## config.mk

```make
export PLATFORM = sky130hd
export DESIGN_NAME = rpte_slot_ram
export DESIGN_NICKNAME = d
export VERILOG_FILES = /design/src/rtl/rpte_pkg.sv /design/src/rtl/rpte_slot_ram.sv
export SDC_FILE = /design/constraint.sdc
export NUM_CORES = 2
export LEC_CHECK = 0
export BUFFER_PORTS_ARGS = -buffer_cell sky130_fd_sc_hd__clkbuf_2
export CAP_MARGIN = 20
export CORE_ASPECT_RATIO = 1.2
export CORE_MARGIN = 3
export CORE_UTILIZATION = 50
export CTS_CLUSTER_SIZE = 10
export DETAILED_ROUTE_END_ITERATION = 16
export PLACE_DENSITY = 0.65
export REMOVE_ABC_BUFFERS = 1
export SYNTH_ARGS = -nofsm -noshare
export SYNTH_HDL_FRONTEND = slang
export SYNTH_SLANG_ARGS = --single-unit
```

## constraint.sdc

```tcl
create_clock -name aclk -period 11.7 [get_ports aclk]
set_clock_uncertainty 0.05 [all_clocks]
set_input_delay 2.34 -clock aclk [delete_from_list [all_inputs] [get_ports aclk]]
set_output_delay 2.34 -clock aclk [all_outputs]
set_load 0.05 [all_outputs]
```

## src/rtl/rpte_pkg.sv

```systemverilog
// Shared constants, codes and types for the ranging peer table engine.
// No dependencies; every RTL file imports this package.
`default_nettype none
package rpte_pkg;

    localparam int MAX_PEERS = 8;
    localparam int OWNERS    = MAX_PEERS + 1;
    localparam int SLOTS     = OWNERS * MAX_PEERS;
    localparam int PEER_W    = $clog2(MAX_PEERS);
    localparam int CNT_W     = $clog2(MAX_PEERS + 1);
    localparam int OWN_W     = $clog2(OWNERS);
    localparam int ADDR_W    = $clog2(SLOTS);

    localparam int ID_W      = 16;
    localparam int CERT_W    = 8;
    localparam int FUNC_W    = 4;
    localparam int STAT_W    = 2;
    localparam int ACT_W     = 4;
    localparam int LFSR_W    = 16;
    localparam int DIV_CNT_W = $clog2(LFSR_W);
    localparam int CFG_IDX_W = 2;

    localparam int IN_TDATA_W  = 56;
    localparam int OUT_TDATA_W = 24;

    localparam logic [ID_W-1:0]   DIST_INVALID = 16'hFFFF;
    localparam logic [ID_W-1:0]   PRIO_RESET   = 16'hA262;
    localparam logic [LFSR_W-1:0] SEED_RESET   = 16'h0001;
    localparam logic [LFSR_W-1:0] LFSR_TAPS    = 16'hB400;
    localparam logic [CERT_W-1:0] CERT_MAX     = 8'hFF;

    localparam logic [FUNC_W-1:0] FN_ADD       = 4'd0;
    localparam logic [FUNC_W-1:0] FN_REMOVE    = 4'd1;
    localparam logic [FUNC_W-1:0] FN_SETDIST   = 4'd2;
    localparam logic [FUNC_W-1:0] FN_GETDIST   = 4'd3;
    localparam logic [FUNC_W-1:0] FN_SETCERT   = 4'd4;
    localparam logic [FUNC_W-1:0] FN_BUMP      = 4'd5;
    localparam logic [FUNC_W-1:0] FN_RESETCERT = 4'd6;
    localparam logic [FUNC_W-1:0] FN_GETCERT   = 4'd7;
    localparam logic [FUNC_W-1:0] FN_NEWROUND  = 4'd8;
    localparam logic [FUNC_W-1:0] FN_SELECT    = 4'd9;

    localparam logic [STAT_W-1:0] ST_DONE    = 2'd0;
    localparam logic [STAT_W-1:0] ST_IGNORED = 2'd1;
    localparam logic [STAT_W-1:0] ST_FULL    = 2'd2;

    localparam logic [CFG_IDX_W-1:0] CFG_OWN_ID  = 2'd0;
    localparam logic [CFG_IDX_W-1:0] CFG_PRIO_ID = 2'd1;
    localparam logic [CFG_IDX_W-1:0] CFG_SEED    = 2'd2;

    typedef struct packed {
        logic [ID_W-1:0]   pid;
        logic [ID_W-1:0]   distance;
        logic [CERT_W-1:0] cert;
    } slot_t;

    typedef struct packed {
        logic              rd_en;
        logic [ADDR_W-1:0] rd_addr;
        logic              wr_en;
        logic [ADDR_W-1:0] wr_addr;
        slot_t             wr_data;
        logic              clr_en;
        logic [OWN_W-1:0]  clr_owner;
    } ram_req_t;

    typedef struct packed {
        logic              add;
        logic [ID_W-1:0]   add_id;
        logic              del;
        logic [PEER_W-1:0] del_idx;
    } plist_cmd_t;

    typedef struct packed {
        logic [CNT_W-1:0]  cnt;
        logic              a_hit;
        logic [PEER_W-1:0] a_idx;
        logic              b_hit;
        logic [ID_W-1:0]   rd_id;
    } plist_stat_t;

    function automatic logic [ADDR_W-1:0] slot_addr(input logic [OWN_W-1:0] owner,
                                                   input logic [PEER_W-1:0] j);
        return ADDR_W'(int'(owner) * MAX_PEERS + int'(j));
    endfunction

endpackage
`default_nettype wire

```

## src/rtl/rpte_slot_ram.sv

```systemverilog
// Pairwise record store: one row of MAX_PEERS records per owner.
// Synchronous (registered) read, one write port, per-entry valid bits. Uses rpte_pkg.
`default_nettype none
module rpte_slot_ram import rpte_pkg::*; (
    input  wire logic     aclk,
    input  wire logic     aresetn,
    input  wire ram_req_t req,
    output slot_t         rd_data
);

    slot_t             mem [SLOTS];
    logic [SLOTS-1:0]  valid_reg;
    slot_t             rd_q_reg;
    logic              rd_vld_reg;

    always_ff @(posedge aclk) begin
        if (req.wr_en) begin
            mem[req.wr_addr] <= req.wr_data;
        end
        if (req.rd_en) begin
            rd_q_reg <= mem[req.rd_addr];
        end
    end

    // invalid entries read as an all-zero (free) record
    always_ff @(posedge aclk) begin
        if (!aresetn) begin
            valid_reg  <= '0;
            rd_vld_reg <= 1'b0;
        end else begin
            if (req.wr_en) begin
                valid_reg[req.wr_addr] <= 1'b1;
            end
            if (req.clr_en) begin
                for (int j = 0; j < MAX_PEERS; j++) begin
                    valid_reg[slot_addr(req.clr_owner, PEER_W'(j))] <= 1'b0;
                end
            end
            if (req.rd_en) begin
                rd_vld_reg <= valid_reg[req.rd_addr];
            end
        end
    end

    assign rd_data = rd_vld_reg ? rd_q_reg : '0;

endmodule
`default_nettype wire

```

**Word level (Yosys, flattened, before mapping)**

Memories as Yosys holds them, arrays and structs flattened. A register that Yosys moved wholly into a read port is not among the register bits.
Index checks and enable logic that the tools add are counted.

- $add $sub $neg: 7
- Multiply operators: 0
- Div/mod/pow operators: 0
- Order comparisons: 19
- Equal/unequal tests: 0
- Shift operators: 0
- Mux-type cells: 26
- Bitwise logic cells: 17
- Reduce and logical (&&, ||, !) cells: 9

Operators by type and width:

| operator | number |
|---|---|
| bitwise AND 72 bit | 8 |
| inverter 72 bit | 7 |
| 2-to-1 mux 72 bit | 3 |
| less-than comparator 7 x 8 -> 1 bit (second input constant) | 10 |
| inverter 65 -> 72 bit | 1 |
| OR 72 bit | 1 |
| >= comparator 7 x 1 -> 1 bit (second input constant) | 9 |
| demux 1 bit (select 7 bit) | 8 |
| 2-to-1 mux 40 bit | 1 |
| adder 7 x 3 -> 7 bit (second input constant) | 4 |
| adder 7 x 2 -> 7 bit (second input constant) | 2 |
| 2-to-1 mux 1 bit | 12 |
| logical AND 1 bit | 9 |
| adder 7 x 1 -> 7 bit (second input constant) | 1 |
| binary-select mux 1 bit (select 7 bit) | 1 |
| demux 1 bit (select 4 bit) | 1 |

- Bits in registers: 73
- Latch bits: 0
- Memory bits (writable): 2880
- Memory bits (read-only): 0
- Input bits: 63
- Output and inout port bits: 40
- Word-level logic and storage cells: 81
- Memories: 1

Memories:

| memory | depth | bits a word | read ports | clocked after memory_dff | wr ports | RTL line | text |
|---|---|---|---|---|---|---|---|
| mem | 72 | 40 | 1 | 1 | 1 | rpte_slot_ram.sv:11 | `slot_t mem [SLOTS];` |

**Longest topological paths before layout**

- Word-level depth: 16
- Depth in mapped cells: 12
- Mapped depth without buffers: 6

**Least setup slack after synthesis**

Ideal clock, no wire load.

- Path type: input -> register
- Start point: input port req[50] (netlist name)
- End point: memory mem[33][0] (netlist name) (enable)
- Setup time: 489 ps
- Arrival time: 5629 ps
- Required time: 11161 ps
- Path slack: 5532 ps
- Cell stages on the path: 3
- Buffers on the path: 0
- Path through: nor2b_1 -> nand4_1 -> nor3_1

RTL lines:

| element | RTL line | text |
|---|---|---|
| start: declaration | rpte_slot_ram.sv:7 | `input wire ram_req_t req,` |
| end: declaration | rpte_slot_ram.sv:11 |  |

Straight into the memory's write port.

==> flow_metrics.py <==
metrics = {
    "sta": {
        "maxSlewViolCount": 0,
        "final.setup.tns_ns": 0,
        "setup_viol": 0,
        "clock.fmax_ghz": 0.166,
        "slew-limit-headroom_pct": 23.1,
        "finalCritPeriodShare_pct": 51.6,
        "worst_slew_pin_slew_ns": 1.15,
        "finalHoldViolations": 0,
        "period_minus_slack_ns": 6.03,
        "hold_ws_ns": 0.412,
        "rsz0062_at_grt": "no",
    },
    "synth": {
        "synth_warnings": 0,
        "synth_cell_types": 60,
        "synth_edf_count": 2920,
        "synth_flop_cell": "edfxtp_1",
        "yosysSeqAreaShare_pct": 77.9,
        "syn_avg_cell_area_um2": 21.9,
        "async_flop_share_pct": 0,
        "ys_ff_latch": 2993,
        "syn-cell-area_um2": 114000,
        "synth_cells": 5235,
    },
    "placed_design": {
        "port_buffers": 102,
        "dp.cells": 8231,
        "dp_hpwl_um": 169000,
        "gp_congestion": 0.796,
    },
    "drt": {
        "vias": 57500,
        "drc": 0,
        "routed.top_layer": "met5",
        "routed-wl-met2_um": 158000,
        "antenna_left": 0,
        "drt-met1-wl_um": 119000,
        "drtIter0Drc": 8381,
        "avgRoutedWirePerCell_um": 36.9,
        "routed_via_density": 6.66,
        "met3_length_um": 29400,
        "drt_wl_total_um": 319000,
        "dr.pass1.iters": 6,
    },
    "critical_path": {
        "critPathLaunch": "req[57]",
        "path_delay_family": "simple AND/OR/NAND/NOR gates",
        "rrSetupSlack_ns": 9.24,
        "cpPeakStageDelay_ns": 0.90,
        "critPathLaunchType": "input pin",
        "critPathMostFrequentCell": "buf_4",
        "crit_slowest_cell": "nor2_4",
        "path_class": "in2reg",
        "path_buf_inv": 3,
        "rr_worst_depth": 5,
        "crit_end": "rd_q_reg[3]",
        "cp_max_fo": 21,
        "crit_cells": 9,
        "end_kind": "flop",
        "worstPathCellList": "buf_4 -> buf_4 -> nor2_4 -> buf_4 -> nand2_1 -> o221ai_1 -> a31oi_1 -> a21oi_1 -> o21ai_1",
        "required_ns": 12.21,
        "arrival_ns": 6.55,
        "r2r-end": "rd_q_reg[4]",
        "r2r_start": "mem[53][4]",
    },
    "clock_network": {
        "htree_num_levels": 5,
        "insertion_delay_ns": 0.85,
        "cts_tree": "yes",
        "postCtsSetupRepairBufs": 0,
        "cts.path.max_buffers": 4,
        "cts.sinks": 2993,
        "cts_buffers": 341,
        "path_clk_slew_ns": 0.06,
        "holdBufCountCts": 0,
        "cts_resized": 0,
        "root_buffer": "clkbuf_16",
    },
    "global_routing": {
        "grt_util_all_layers_pct": 27.1,
        "grt_max_degree": 101,
        "grt_pass1_wl_um": 448000,
        "first_global_vias": 57900,
        "antenna_found_initial": 14,
        "grt_overflow": 0,
    },
    "die": {
        "core_area_um2": 227000,
        "die_area_um2": 235000,
        "ios": 103,
        "die_w_um": 443,
        "start_util_pct": 50.5,
        "die_y_um": 530,
        "rows": 191,
    },
    "run_status": {
        "status": "complete, no violations",
    },
    "cells_and_area": {
        "finish.utilization_pct": 56.6,
        "layout_commonest_cell": "edfxtp_1",
        "mostFrequentLayoutCells": "edfxtp_1, mux4_2, clkbuf_16, nand2_1, buf_4",
        "final_nets": 5647,
        "largest_reg_flops": 2880,
        "syn_to_final_growth_pct": 12.2,
        "layout-drive-gt1-share_pct": 26.0,
        "fin_cells": 8638,
    },
    "flow_run": {
        "cap_violations": 0,
    },
    "min_path": {
        "hold_path_class": "reg2reg",
    },
    "power_and_ir_drop": {
        "power.density_nw_per_um2": 172,
        "p_leak_uw": 0.0403,
        "peakVddDrop_mv": 0.121,
    },
}
-- metal layers --
| layer | vias up | global-route usage, % |
|---|---|---|
| li1 | 22500 | - |
| met2 | 3178 | 44.9 |
| met5 | - | 0 |
| met3 | 608 | 4.47 |
| met1 | 31200 | 36.9 |
| met4 | 6 | 9.56 |
-- worst reg2reg max path: cells and delay by family (launching register included) --
family / cells / cell delay (ns)
AOI/OAI and AO/OA: 2 / 0.29
DFF: 1 / 0.37
muxes: 2 / 0.69
and+or+nand+nor: 1 / 0.77
-- power by group --
| group | leakage (uW) | switching, uW | total, uW | internal, uW |
|---|---|---|---|---|
| logic | 0.00895 | 686 | 1030 | 349 |
| clock network | 0.00444 | 3850 | 9180 | 5340 |
| registers | 0.0269 | 23.1 | 11900 | 11800 |
| total | 0.0403 | 4560 | 22100 | 17500 |
-- Yosys cell counts, drive strengths merged (21+ instances only) --
master / number / area (um^2)
mux4: 700 / 15800
buf: 199 / 1350
dfxtp: 73 / 1460
a21oi: 59 / 295
edfxtp: 2920 / 87700
o21ai: 51 / 255
o21a: 67 / 503
a32oi: 21 / 184
o221ai: 27 / 236
nor2: 153 / 577
a22oi: 70 / 526
nand3: 62 / 310
o22ai: 36 / 225
and2: 44 / 275
a31oi: 43 / 269
o211ai: 27 / 203
mux2i: 169 / 1690
clkbuf: 84 / 315
nand2: 268 / 1010
-- layout make-up --
class / count / area (um^2)
clock inverter: 9 / 108
clock buffer: 391 / 8950
sequential: 2993 / 89100
antenna: 6 / 15.0
inverter: 6 / 32.5
fill: 16500 / 98300
multi-input combinational: 1953 / 24200
tap: 2991 / 3740
timing repair buffer: 289 / 2150
-- through the flow --
stage	total power [uW]	area [um^2]	setup WS (ns)
6_report	22100	128000	5.67
5_1_grt	22600	128000	5.71
4_1_cts	22200	128000	5.84
3_5_place_dp	13100	119000	4.95
3_3_place_gp	13100	119000	4.91
2_1_floorplan	12500	113000	4.68
-- how the worst min path moves through the flow --
stage	from	cells past startpoint	slack [ns]	endpoint
after floorplan	valid_reg[31]	2	0.39	valid_reg[31]
after global placement	valid_reg[9]	1	0.39	valid_reg[9]
after detailed placement	valid_reg[69]	1	0.40	valid_reg[69]
after CTS	valid_reg[69]	1	0.41	valid_reg[69]
after global routing	valid_reg[38]	1	0.43	valid_reg[38]
final	valid_reg[52]	1	0.41	valid_reg[52]
-- logic make-up (layout without fill, tap and decap cells) --
kind of cell | Yosys count | count (layout) | share of synthesized area, %
compound gates | 467 | 467 | 2.87
flops | 2993 | 2993 | 77.9
other cells | 0 | 6 | 0
mux | 887 | 887 | 15.4
buf+inv | 289 | 695 | 1.48
simple gates | 599 | 599 | 2.29
Power figures use the tool's default switching activity.
