--- config.mk ---
export PLATFORM = sky130hd
export DESIGN_NAME = rpte_peer_list
export DESIGN_NICKNAME = d
export VERILOG_FILES = /design/src/rtl/rpte_pkg.sv /design/src/rtl/rpte_peer_list.sv
export SDC_FILE = /design/constraint.sdc
export NUM_CORES = 1
export LEC_CHECK = 0
export ABC_AREA = 1
export ABC_CLOCK_PERIOD_IN_PS = 5800
export BUFFER_PORTS_ARGS = -buffer_cell sky130_fd_sc_hd__buf_4
export CAP_MARGIN = 0
export CORE_ASPECT_RATIO = 0.75
export CORE_MARGIN = 2
export CORE_UTILIZATION = 30
export DETAILED_ROUTE_END_ITERATION = 8
export GPL_ROUTABILITY_DRIVEN = 0
export PLACE_DENSITY_LB_ADDON = 0.25
export SLEW_MARGIN = 40
export SYNTH_ARGS = -nofsm -noshare
export SYNTH_HDL_FRONTEND = slang
export SYNTH_SLANG_ARGS = --single-unit
--- constraint.sdc ---
create_clock -name aclk -period 5.8 [get_ports aclk]
set_clock_uncertainty 0.15 [all_clocks]
set_input_delay 0.87 -clock aclk [delete_from_list [all_inputs] [get_ports aclk]]
set_output_delay 0.87 -clock aclk [all_outputs]
set_load 0.01 [all_outputs]
--- src/rtl/rpte_pkg.sv ---
// Shared constants, codes and types for the ranging peer table engine.
// No dependencies; every RTL file imports this package.
`default_nettype none
package rpte_pkg;

    localparam int MAX_PEERS = 8;
    localparam int OWNERS    = MAX_PEERS + 1;
    localparam int SLOTS     = OWNERS * MAX_PEERS;
    localparam int PEER_W    = $clog2(MAX_PEERS);
    localparam int CNT_W     = $clog2(MAX_PEERS + 1);
    localparam int OWN_W     = $clog2(OWNERS);
    localparam int ADDR_W    = $clog2(SLOTS);

    localparam int ID_W      = 16;
    localparam int CERT_W    = 8;
    localparam int FUNC_W    = 4;
    localparam int STAT_W    = 2;
    localparam int ACT_W     = 4;
    localparam int LFSR_W    = 16;
    localparam int DIV_CNT_W = $clog2(LFSR_W);
    localparam int CFG_IDX_W = 2;

    localparam int IN_TDATA_W  = 56;
    localparam int OUT_TDATA_W = 24;

    localparam logic [ID_W-1:0]   DIST_INVALID = 16'hFFFF;
    localparam logic [ID_W-1:0]   PRIO_RESET   = 16'hA262;
    localparam logic [LFSR_W-1:0] SEED_RESET   = 16'h0001;
    localparam logic [LFSR_W-1:0] LFSR_TAPS    = 16'hB400;
    localparam logic [CERT_W-1:0] CERT_MAX     = 8'hFF;

    localparam logic [FUNC_W-1:0] FN_ADD       = 4'd0;
    localparam logic [FUNC_W-1:0] FN_REMOVE    = 4'd1;
    localparam logic [FUNC_W-1:0] FN_SETDIST   = 4'd2;
    localparam logic [FUNC_W-1:0] FN_GETDIST   = 4'd3;
    localparam logic [FUNC_W-1:0] FN_SETCERT   = 4'd4;
    localparam logic [FUNC_W-1:0] FN_BUMP      = 4'd5;
    localparam logic [FUNC_W-1:0] FN_RESETCERT = 4'd6;
    localparam logic [FUNC_W-1:0] FN_GETCERT   = 4'd7;
    localparam logic [FUNC_W-1:0] FN_NEWROUND  = 4'd8;
    localparam logic [FUNC_W-1:0] FN_SELECT    = 4'd9;

    localparam logic [STAT_W-1:0] ST_DONE    = 2'd0;
    localparam logic [STAT_W-1:0] ST_IGNORED = 2'd1;
    localparam logic [STAT_W-1:0] ST_FULL    = 2'd2;

    localparam logic [CFG_IDX_W-1:0] CFG_OWN_ID  = 2'd0;
    localparam logic [CFG_IDX_W-1:0] CFG_PRIO_ID = 2'd1;
    localparam logic [CFG_IDX_W-1:0] CFG_SEED    = 2'd2;

    typedef struct packed {
        logic [ID_W-1:0]   pid;
        logic [ID_W-1:0]   distance;
        logic [CERT_W-1:0] cert;
    } slot_t;

    typedef struct packed {
        logic              rd_en;
        logic [ADDR_W-1:0] rd_addr;
        logic              wr_en;
        logic [ADDR_W-1:0] wr_addr;
        slot_t             wr_data;
        logic              clr_en;
        logic [OWN_W-1:0]  clr_owner;
    } ram_req_t;

    typedef struct packed {
        logic              add;
        logic [ID_W-1:0]   add_id;
        logic              del;
        logic [PEER_W-1:0] del_idx;
    } plist_cmd_t;

    typedef struct packed {
        logic [CNT_W-1:0]  cnt;
        logic              a_hit;
        logic [PEER_W-1:0] a_idx;
        logic              b_hit;
        logic [ID_W-1:0]   rd_id;
    } plist_stat_t;

    function automatic logic [ADDR_W-1:0] slot_addr(input logic [OWN_W-1:0] owner,
                                                   input logic [PEER_W-1:0] j);
        return ADDR_W'(int'(owner) * MAX_PEERS + int'(j));
    endfunction

endpackage
`default_nettype wire

--- src/rtl/rpte_peer_list.sv ---
// Packed list of active peer IDs with parallel ID lookup.
// Append and swap-with-last removal. Uses rpte_pkg.
`default_nettype none
module rpte_peer_list import rpte_pkg::*; (
    input  wire logic              aclk,
    input  wire logic              aresetn,
    input  wire plist_cmd_t        cmd,
    input  wire logic [ID_W-1:0]   a_id,
    input  wire logic [ID_W-1:0]   b_id,
    input  wire logic [PEER_W-1:0] rd_idx,
    output plist_stat_t            stat
);

    logic [ID_W-1:0]  ids_reg [MAX_PEERS];
    logic [CNT_W-1:0] cnt_reg;
    logic [CNT_W-1:0] cnt_m1;

    assign cnt_m1 = cnt_reg - CNT_W'(1);

    always_comb begin
        stat       = '0;
        stat.cnt   = cnt_reg;
        stat.rd_id = ids_reg[rd_idx];
        // downward so the lowest matching index wins
        for (int i = MAX_PEERS - 1; i >= 0; i--) begin
            if (i < int'(cnt_reg) && ids_reg[i] == a_id) begin
                stat.a_hit = 1'b1;
                stat.a_idx = PEER_W'(i);
            end
            if (i < int'(cnt_reg) && ids_reg[i] == b_id) begin
                stat.b_hit = 1'b1;
            end
        end
    end

    always_ff @(posedge aclk) begin
        if (!aresetn) begin
            cnt_reg <= '0;
            for (int i = 0; i < MAX_PEERS; i++) begin
                ids_reg[i] <= '0;
            end
        end else if (cmd.add) begin
            ids_reg[cnt_reg[PEER_W-1:0]] <= cmd.add_id;
            cnt_reg                      <= cnt_reg + CNT_W'(1);
        end else if (cmd.del) begin
            if (cmd.del_idx != cnt_m1[PEER_W-1:0]) begin
                ids_reg[cmd.del_idx] <= ids_reg[cnt_m1[PEER_W-1:0]];
            end
            ids_reg[cnt_m1[PEER_W-1:0]] <= '0;
            cnt_reg                     <= cnt_m1;
        end
    end

endmodule
`default_nettype wire

-- After elaboration in Yosys (flattened, before gate mapping)
Memories as Yosys holds them, arrays and structs flattened.
Index checks and enable logic that the tools add are counted.
- memories: 1
- memory bits (writable): 128
- word-level logic and storage cells: 89
- register bits: 4
- input bits: 58
- add/sub/neg operators: 2
- $lt $le $gt $ge: 8
- muxes and demuxes: 40
- eq/ne operators: 17
- reduce and logical (&&, ||, !) cells: 20
- memory list (name ; depth ; width ; read ports ; clocked after Yosys merged registers in ; wr ports ; line ; RTL):
    ids_reg ; 8 ; 16 ; 10 ; 0 ; 8 ; rpte_peer_list.sv:14 ; logic [ID_W-1:0] ids_reg [MAX_PEERS];
- operators by type and width (kind ; count):
    16-bit equality test ; 16
    16-bit two-way mux ; 3
    16-bit OR reduction ; 3
    4-bit two-way mux ; 10
    1-bit two-way mux ; 24
    1-bit logical AND ; 16
    3-bit by 4-bit less-than comparator with 1-bit output, first input constant ; 4
    3-bit two-way mux ; 3
    1-bit by 4-bit less-than comparator with 1-bit output, first input constant ; 2
    2-bit by 4-bit less-than comparator with 1-bit output, first input constant ; 2
    4-bit by 1-bit adder with 4-bit output, second input constant ; 1
    4-bit by 1-bit subtractor with 4-bit output, second input constant ; 1
    3-bit != test ; 1
    2-bit nonzero test ; 1

-- Logic depth before layout (Yosys ltp)
- depth in word-level cells: 10
- gate-level depth with buffers: 20
- depth with buffers taken out: 15

-- Worst setup path before layout
No wires, ideal clock.
- path type: input -> output
- start point: input port a_id[5]
- end point: output port stat[17] (netlist name)
- stages: 15
- slack: 2.551 ns
- arrival: 2.229 ns
- buffers on the path: 1
- cells stage by stage: clkbuf_1 clkinv_1 nand2_1 nand2_1 nor2_1 nand2_1 nor2_1 nand2_1 nor2_1 nand2_1 nand2_1 nand2_1 nand2_1 nand2_1 a21oi_1
- RTL lines (what ; line ; RTL):
    from (decl) ; rpte_peer_list.sv:8 ; input wire logic [ID_W-1:0] a_id,
    to (decl) ; rpte_peer_list.sv:11 ; output plist_stat_t stat

==> out/metrics.json <==
{
  "outcome": {"value": "completed"},
  "post-cts-setup-buffers": {"value": 0},
  "min_period_over_period": {"value": 73.6, "unit": "%"},
  "clk_pin_slew_worst_paths": {"value": 0.07, "unit": "ns"},
  "first_pass_grt_wire_length": {"value": 86.0, "unit": "mm"},
  "grt_start_max_net_pins": {"value": 97},
  "post-route-util": {"value": 33.8, "unit": "%"},
  "timing.slew.headroom": {"value": 37.7, "unit": "%"},
  "dpl.hpwl": {"value": 45.1, "unit": "mm"},
  "post_synthesis_register_bit_count": {"value": 132},
  "fp.coreArea": {"value": 39400, "unit": "um2"},
  "antenna_violations_before_repair": {"value": 0},
  "design.final.nets": {"value": 2057},
  "place_worst_setup_slack": {"value": 1.82, "unit": "ns"},
  "via_per_inst": {"value": 5.89},
  "rows": {"value": 63},
  "netlist_area_before_placement": {"value": 12000, "unit": "um2"},
  "io_pins": {"value": 83},
  "min_delay_path_depth": {"value": 2},
  "setup-tns-final": {"value": 0, "unit": "ns"},
  "vias_in_the_first_global_route": {"value": 13190},
  "worst-endpoint-arrival": {"value": 3.25, "unit": "ns"},
  "routed_wire_length_per_instance": {"value": 23.5, "unit": "um"},
  "start_util": {"value": 30.4, "unit": "%"},
  "async_reset_ff_share": {"value": 0, "unit": "%"},
  "gate_count_after_technology_mapping": {"value": 2017},
  "worst_pin_slew": {"value": 0.931, "unit": "ns"},
  "worstSetupPathType": {"value": "flop to output port"},
  "finalWirelength": {"value": 59.4, "unit": "mm"},
  "cp_max_fo": {"value": 8},
  "finalInstanceArea": {"value": 13300, "unit": "um2"},
  "report.final.slew_viol_count": {"value": 0},
  "synth_warnings": {"value": 0},
  "p_per_area": {"value": 234, "unit": "nW/um2"},
  "die_h": {"value": 177, "unit": "um"},
  "cts.path.max_buffers": {"value": 2},
  "combinational_share_of_power": {"value": 27.7, "unit": "%"},
  "timing.hold.worst.class": {"value": "flop to flop"},
  "timing.fmax": {"value": 234, "unit": "MHz"},
  "cts_root_buffer": {"value": "sky130_fd_sc_hd__clkbuf_16"},
  "maxCapViolations": {"value": 0},
  "dpl-instance-area": {"value": 12700, "unit": "um2"},
  "clock_latency": {"value": 0.47, "unit": "ns"},
  "yosys-top-cells-count": {"value": "492 x sky130_fd_sc_hd__nand2_1, 300 x sky130_fd_sc_hd__nand3_1, 192 x sky130_fd_sc_hd__a21oi_1"},
  "proportion_of_synthesized_chip_area_in_sequential_cells": {"value": 22.1, "unit": "%"},
  "synth_area_leader_cell": {"value": "sky130_fd_sc_hd__dfxtp_1"},
  "post_synth_num_cell_types": {"value": 43},
  "synthesis.area_per_instance": {"value": 5.94, "unit": "um2"},
  "insertedDiodeCount": {"value": 0},
  "hold-worst-slack": {"value": 0.379, "unit": "ns"},
  "p_switching": {"value": 1.21, "unit": "mW"},
  "cts_inserted_buffers": {"value": 17},
  "layout-area-overhead-vs-synth": {"value": 11.3, "unit": "%"},
  "final_hold_viol_count": {"value": 0},
  "cts_num_sinks": {"value": 132},
  "synth_fp_nets": {"value": 2078},
  "cp-start-kind": {"value": "flop"},
  "leakage_dissipation": {"value": 5.12, "unit": "nW"},
  "detail_route.iter0.violations": {"value": 2366},
  "clock_tree_from_tritoncts": {"value": "yes"},
  "clock_group_share_of_total_power": {"value": 38.6, "unit": "%"},
  "ys_top_cells_by_area": {"value": "sky130_fd_sc_hd__dfxtp_1 22%, sky130_fd_sc_hd__nand2_1 15%, sky130_fd_sc_hd__nand3_1 13%"},
  "die_x": {"value": 235, "unit": "um"},
  "setup_viol": {"value": 0},
  "max_reg_flops": {"value": 128},
  "htree_levels": {"value": 4},
  "drc": {"value": 0},
  "route.antenna.remaining_nets": {"value": 0},
  "synth.most_common_cell": {"value": "sky130_fd_sc_hd__nand2_1"},
  "cts_repair_resize_count": {"value": 0},
  "drt-pass1-iter-count": {"value": 6},
  "netSwitchingFraction": {"value": 38.8, "unit": "%"},
  "detailroute.via_count": {"value": 14884},
  "ys.flop_type": {"value": "sky130_fd_sc_hd__dfxtp_1"},
  "grt_setup_unrepaired": {"value": "no"},
  "die-area": {"value": 41600, "unit": "um2"},
  "critPathCaptureType": {"value": "output port"},
  "post-route-worst-setup-slack": {"value": 1.53, "unit": "ns"},
  "hold_buffers": {"value": 0},
  "vdd_drop_max": {"value": 0.201, "unit": "mV"},
  "synth_top_area_share": {"value": 22.1, "unit": "%"},
  "internal_power": {"value": 1.91, "unit": "mW"},
  "synth_enable_flop_cells": {"value": 0},
  "r2r.worst_path.cells": {"value": 14},
  "timing.final.crit_period": {"value": 4.27, "unit": "ns"},
  "gr-usage-all-layers": {"value": 27.6, "unit": "%"},
  "cp.required": {"value": 4.78, "unit": "ns"},
  "port_buffers": {"value": 82},
  "gr-total-overflow": {"value": 0},
  "share_seq_of_total_power": {"value": 33.7, "unit": "%"},
  "drive_above_1_share": {"value": 9.51, "unit": "%"}
}
logic make-up after synthesis:
kind of cell / Yosys count / share of synthesized area (%)
compound gates: 385 / 17.2
buf+inv: 297 / 10.7
flops: 132 / 22.1
simple gates: 1092 / 41.8
fa+ha+maj: 3 / 0.313
xor+xnor: 108 / 7.90
worst paths after layout:
path	startpoint	end	slack, ns
max	cnt_reg[2]	stat[19]	1.53
min	ids_reg[3][3]	ids_reg[3][3]	0.38
max reg2reg	cnt_reg[0]	ids_reg[5][9]	1.67
min reg2reg	ids_reg[3][3]	ids_reg[3][3]	0.38
layout by cell type (no fill, tap or decap), types with 53 or more instances in the layout:
master                    instances
sky130_fd_sc_hd__buf_4           93
sky130_fd_sc_hd__dfxtp_1        131
sky130_fd_sc_hd__nor2_1         117
sky130_fd_sc_hd__nand3_1        300
sky130_fd_sc_hd__xor2_1          55
sky130_fd_sc_hd__nand4_1         70
sky130_fd_sc_hd__a21oi_1        192
sky130_fd_sc_hd__inv_1          153
sky130_fd_sc_hd__o21ai_0        137
sky130_fd_sc_hd__xnor2_1         53
sky130_fd_sc_hd__nand2_1        492
power by group through the flow:
stage	clock network [mW]	logic (mW)	registers, mW
after global routing	1.24	0.917	1.06
after floorplan	0	0.574	1.02
after detailed placement	0	0.825	1.07
after global placement	0	0.816	1.06
final	1.20	0.865	1.05
after CTS	1.20	0.828	1.04
critical path: stages, from the launching register on:
cell and delay, ns:
sky130_fd_sc_hd__dfxtp_1 0.43, sky130_fd_sc_hd__nor2_1 0.77, sky130_fd_sc_hd__inv_1 0.34, sky130_fd_sc_hd__o2111ai_1 0.49, sky130_fd_sc_hd__nor3_1 0.13, sky130_fd_sc_hd__nand3_1 0.12, sky130_fd_sc_hd__nand2_1 0.11, sky130_fd_sc_hd__nor2_1 0.13
sky130_fd_sc_hd__inv_1 0.05, sky130_fd_sc_hd__nor2_1 0.08, sky130_fd_sc_hd__buf_4 0.12
layer usage:
metal / global-route usage, % / vias up / wire [um]
met4: 9.02 / 0 / 1790
li1: - / 6733 / -
met3: 8.03 / 119 / 8610
met5: 0 / - / 0
met1: 40.1 / 6971 / 25400
met2: 38.4 / 1061 / 23600
area by class of cell:
type	count	area, um2
Clock buffer	19	453
Timing Repair Buffer	95	724
Inverter	162	611
Tap cell	520	651
Clock inverter	13	171
Fill cell	4369	26100
Multi-Input combinational cell	1588	8070
Sequential cell	132	2650
through the flow:
| stage | total power [mW] | instances |
|---|---|---|
| after detailed placement | 1.89 | 2496 |
| after global placement | 1.88 | 2496 |
| final | 3.12 | 2529 |
| after global routing | 3.21 | 2529 |
| after CTS | 3.08 | 2528 |
| after floorplan | 1.60 | 2017 |
No activity file was read; power rests on OpenSTA's default activity.
